===== src/rtl/kpi_mul.sv =====
// Shared signed multiplier with registered product.
module kpi_mul
#(
    parameter int A_W = 35,
    parameter int B_W = 17
)
(
    input  logic                      clk,
    input  logic signed [A_W-1:0]     a,
    input  logic signed [B_W-1:0]     b,
    output logic signed [A_W+B_W-1:0] prod_reg
);

    always_ff @(posedge clk)
    begin
        prod_reg <= a * b;
    end

endmodule


===== config.mk =====
export PLATFORM = sky130hd
export DESIGN_NAME = kpi_mul
export DESIGN_NICKNAME = d
export VERILOG_FILES = /design/src/rtl/kpi_mul.sv
export SDC_FILE = /design/constraint.sdc
export NUM_CORES = 2
export LEC_CHECK = 0
export BUFFER_PORTS_ARGS = -buffer_cell sky130_fd_sc_hd__buf_2
export CORE_MARGIN = 2
export CORE_UTILIZATION = 55
export CTS_BUF_LIST = sky130_fd_sc_hd__clkbuf_8
export CTS_CLUSTER_DIAMETER = 80
export DETAILED_ROUTE_END_ITERATION = 8
export GPL_TIMING_DRIVEN = 0
export HOLD_SLACK_MARGIN = 0.02
export PLACE_DENSITY = 0.73
export RECOVER_POWER = 100
export SYNTH_ARGS = -nofsm -noshare
export SYNTH_HDL_FRONTEND = slang
export SYNTH_SLANG_ARGS = --single-unit

===== constraint.sdc =====
create_clock -name clk -period 17.6 [get_ports clk]
set_clock_uncertainty 0.15 [all_clocks]
set_input_delay 3.52 -clock clk [delete_from_list [all_inputs] [get_ports clk]]
set_output_delay 3.52 -clock clk [all_outputs]
set_load 0.01 [all_outputs]

=== After elaboration in Yosys (flattened, before gate mapping) ===
Index checks and enable logic that the tools add are counted.

* Word-level logic and storage cells: 2
* Register bits: 52

* $mul: 1

{| class="wikitable"
|+ Operators by type and width
! kind !! count
|-
| $mul 35x17->52 || 1
|}

=== Depth between registers and ports, before layout ===
* Word-level depth: 1
* Gate-level depth with buffers: 25

=== Worst setup path before layout ===
No wires, ideal clock.

* Path kind: input port to flip-flop
* From: input b[2]
* To: register prod_reg[51]
* Slack: 8.124 ns
* Cell stages on the path: 24
* Data arrival time: 9.254 ns
* Path buffers: 2
* Library setup time: 0.072 ns
* Cell sequence: clkbuf_1 clkbuf_1 nand2_1 fa_1 inv_1 fa_1 inv_1 fa_1 inv_1 fa_1 fa_1 inv_1 fa_1 inv_1 ha_1 a21oi_1 o21ai_1 a221oi_1 nor2_1 a211o_1 a21o_1 a221o_1 a21oi_1 xnor2_1

* Word-level cells in the longest chain between the ends: 1

{| class="wikitable"
|+ RTL lines
! element !! line !! text
|-
| from (decl) || 10 || <nowiki>input logic signed [B_W-1:0] b,</nowiki>
|-
| $mul 35x17->52 || 16 || <nowiki>prod_reg <= a * b;</nowiki>
|-
| to (signal assigned) || 16 ||
|-
| to (decl) || 11 || <nowiki>output logic signed [A_W+B_W-1:0] prod_reg</nowiki>
|}

No other way between the ends.

=== Worst setup path after layout ===
* From: input b[9]
* To: register prod_reg[48]

Same word-level chain as after synthesis.

==> results_dict.tcl <==
set metrics [dict create \
    fin_nets 3187 \
    clock.fmax_mhz 83.00 \
    finalSetupViolations 0 \
    worst_ep_arrival_time_ns 12.22 \
    row_count 72 \
    grt_usage 0.3244 \
    grt_pass1_vias 18060 \
    syn_inst 2345 \
    grt_pass1_wl_mm 98.85 \
    final_common_cell "inv_1" \
    dp_hpwl_mm 51.66 \
    cts_tree "yes" \
    firstDrtPassIters 5 \
    synth_edf_count 0 \
    fillCellCount 3526 \
    rsz0062_at_grt "false" \
    synth_flop_cell "dfxtp_1" \
    ys_ff_latch 52 \
    chipHeight_um 201.3 \
    antenna_found_initial 2 \
    max_slew.worst_pin.slew_ns 1.308 \
    min_from "b[0]" \
    design.portCount 105 \
    cts_hold_buffers 0 \
    drtIter0Drc 1148 \
    h-tree-depth 2 \
    numPortBuffers 95 \
    min_to "prod_reg[0]$_DFF_P_" \
    netlist_area_um2 21420 \
    crit_type "input port to register" \
    die_area_um2 40530 \
    overflow 0 \
    ys_warn_count 0 \
    fin_crit_ns 12.05 \
    worstHoldPathCells 2 \
    finalMaxSlewViolations 0 \
    ys_types 56 \
    cts_root_buffer "clkbuf_8" \
    antenna_left 0 \
    drive_gt1_frac 0.02533 \
    vias 16100 \
    start_util 0.5555 \
    viasPerCell 5.426 \
    final.setup.tns_ns 0 \
    cap_viol_max_count 0 \
    ys_seq_area_frac 0.04861 \
    timing.final.hold_violations 0 \
    cts_max_path_buffers 2 \
    crit_required_ns 17.77 \
    largest_reg_flops 52 \
    min_path_type "input port to register" \
    syn_area_per_cell_um2 9.133 \
    cts.sinks 52 \
    status "complete, no violations" \
    wl_per_cell_um 20.53 \
    cts_made_buffers 5 \
    crit_fanout 10 \
    finalWeightedCongestion 0.9709 \
    cts.clk_slew.worst_paths_ns 0.11 \
    syn_nets 3085 \
    area_growth_pct 5.077 \
    grt_max_degree 17 \
    synth-async-reset-ratio 0 \
    cp-end-kind "register" \
    die_x_um 201.3 \
    wirelength_mm 60.94 \
    cts_setup_buffers 0 \
    min_period_over_period 0.6846 \
    relSlewSlack 0.1052 \
    final_cell_mix "inv_1, fa_1, nand2_1" \
    cts_resized 0 \
    cp-start-kind "input port" \
    core_region_area_um2 38560 \
    drc 0 \
]
-- Yosys cell counts, drive strengths merged (15+ instances only) --
master	number	area share
o21ai	34	0.0081
xnor2	40	0.016
a21oi	53	0.013
ha	121	0.071
dfxtp	52	0.049
nand2	334	0.059
a21o	15	0.0053
and2	259	0.076
nor2	55	0.0098
inv	598	0.10
fa	566	0.53
clkbuf	103	0.018
-- worst max path at each step --
stage,startpoint,to
floorplan,b[2],prod_reg[51]$_DFF_P_
global placement,b[9],prod_reg[34]$_DFF_P_
detailed placement,b[9],prod_reg[34]$_DFF_P_
CTS,b[9],prod_reg[34]$_DFF_P_
global route,b[9],prod_reg[48]$_DFF_P_
finish,b[9],prod_reg[48]$_DFF_P_
-- final cells by class --
class	instances	area, um2	area share
repair buffers	95	406.6	0.01807
inverters	598	2245	0.09974
diodes	2	5.005	0.0002224
clock buffers	6	82.58	0.003670
multi-input cells	1586	17640	0.7840
clock inverters	2	15.01	0.0006672
plain buffers	109	417.9	0.01857
well taps	518	648.1	0.02880
flip-flops and latches	52	1041	0.04626
-- cell families after synthesis --
family	Yosys count	synth area share
and+or+nand+nor	691	0.1564
AOI/OAI and AO/OA	152	0.04791
xor gates and xnor gates	54	0.02208
muxes	2	0.0009348
DFF	52	0.04861
buffers and inverters	707	0.1243
adders and majority gates	687	0.5998
-- worst max-delay path, stage by stage --
cell and delay [ns]:
clkbuf_1 0.50, clkbuf_1 0.59, nand2_1 0.16, fa_1 0.53, inv_1 0.05, fa_1 0.56
inv_1 0.08, fa_1 0.53, inv_1 0.05, fa_1 0.45, fa_1 0.50, inv_1 0.05
fa_1 0.49, inv_1 0.06, ha_1 0.26, clkbuf_1 0.27, a21oi_1 0.22, o21ai_0 0.39
a2111oi_0 1.15, o22ai_1 0.49, nor2_1 0.44, o22ai_1 0.30, a311oi_1 0.42, xnor2_1 0.16
-- per-stage QoR --
step	cells	utilization	setup WS [ns]	hold slack, ns	cell area, um2
3_3_place_gp	2958	0.5846	6.472	3.740	22540
2_1_floorplan	2345	-	8.124	3.492	21420
4_1_cts	2966	0.5871	6.743	3.316	22640
6_report	2968	0.5837	5.552	3.467	22500
3_5_place_dp	2958	0.5846	6.344	3.746	22540
5_1_grt	2966	0.5835	5.064	3.437	22500
-- routing by layer --
metal  track usage  up-vias  share of wire
met2        0.5494      685           0.49
met1        0.3977     8304           0.37
met3       0.06187      162          0.086
li1              -     6952              -
met4        0.1662        0          0.060
met5             0        -              0
Power is not shown: default switching activity piles up to over one toggle a cycle in this logic, so the estimate is an artifact.
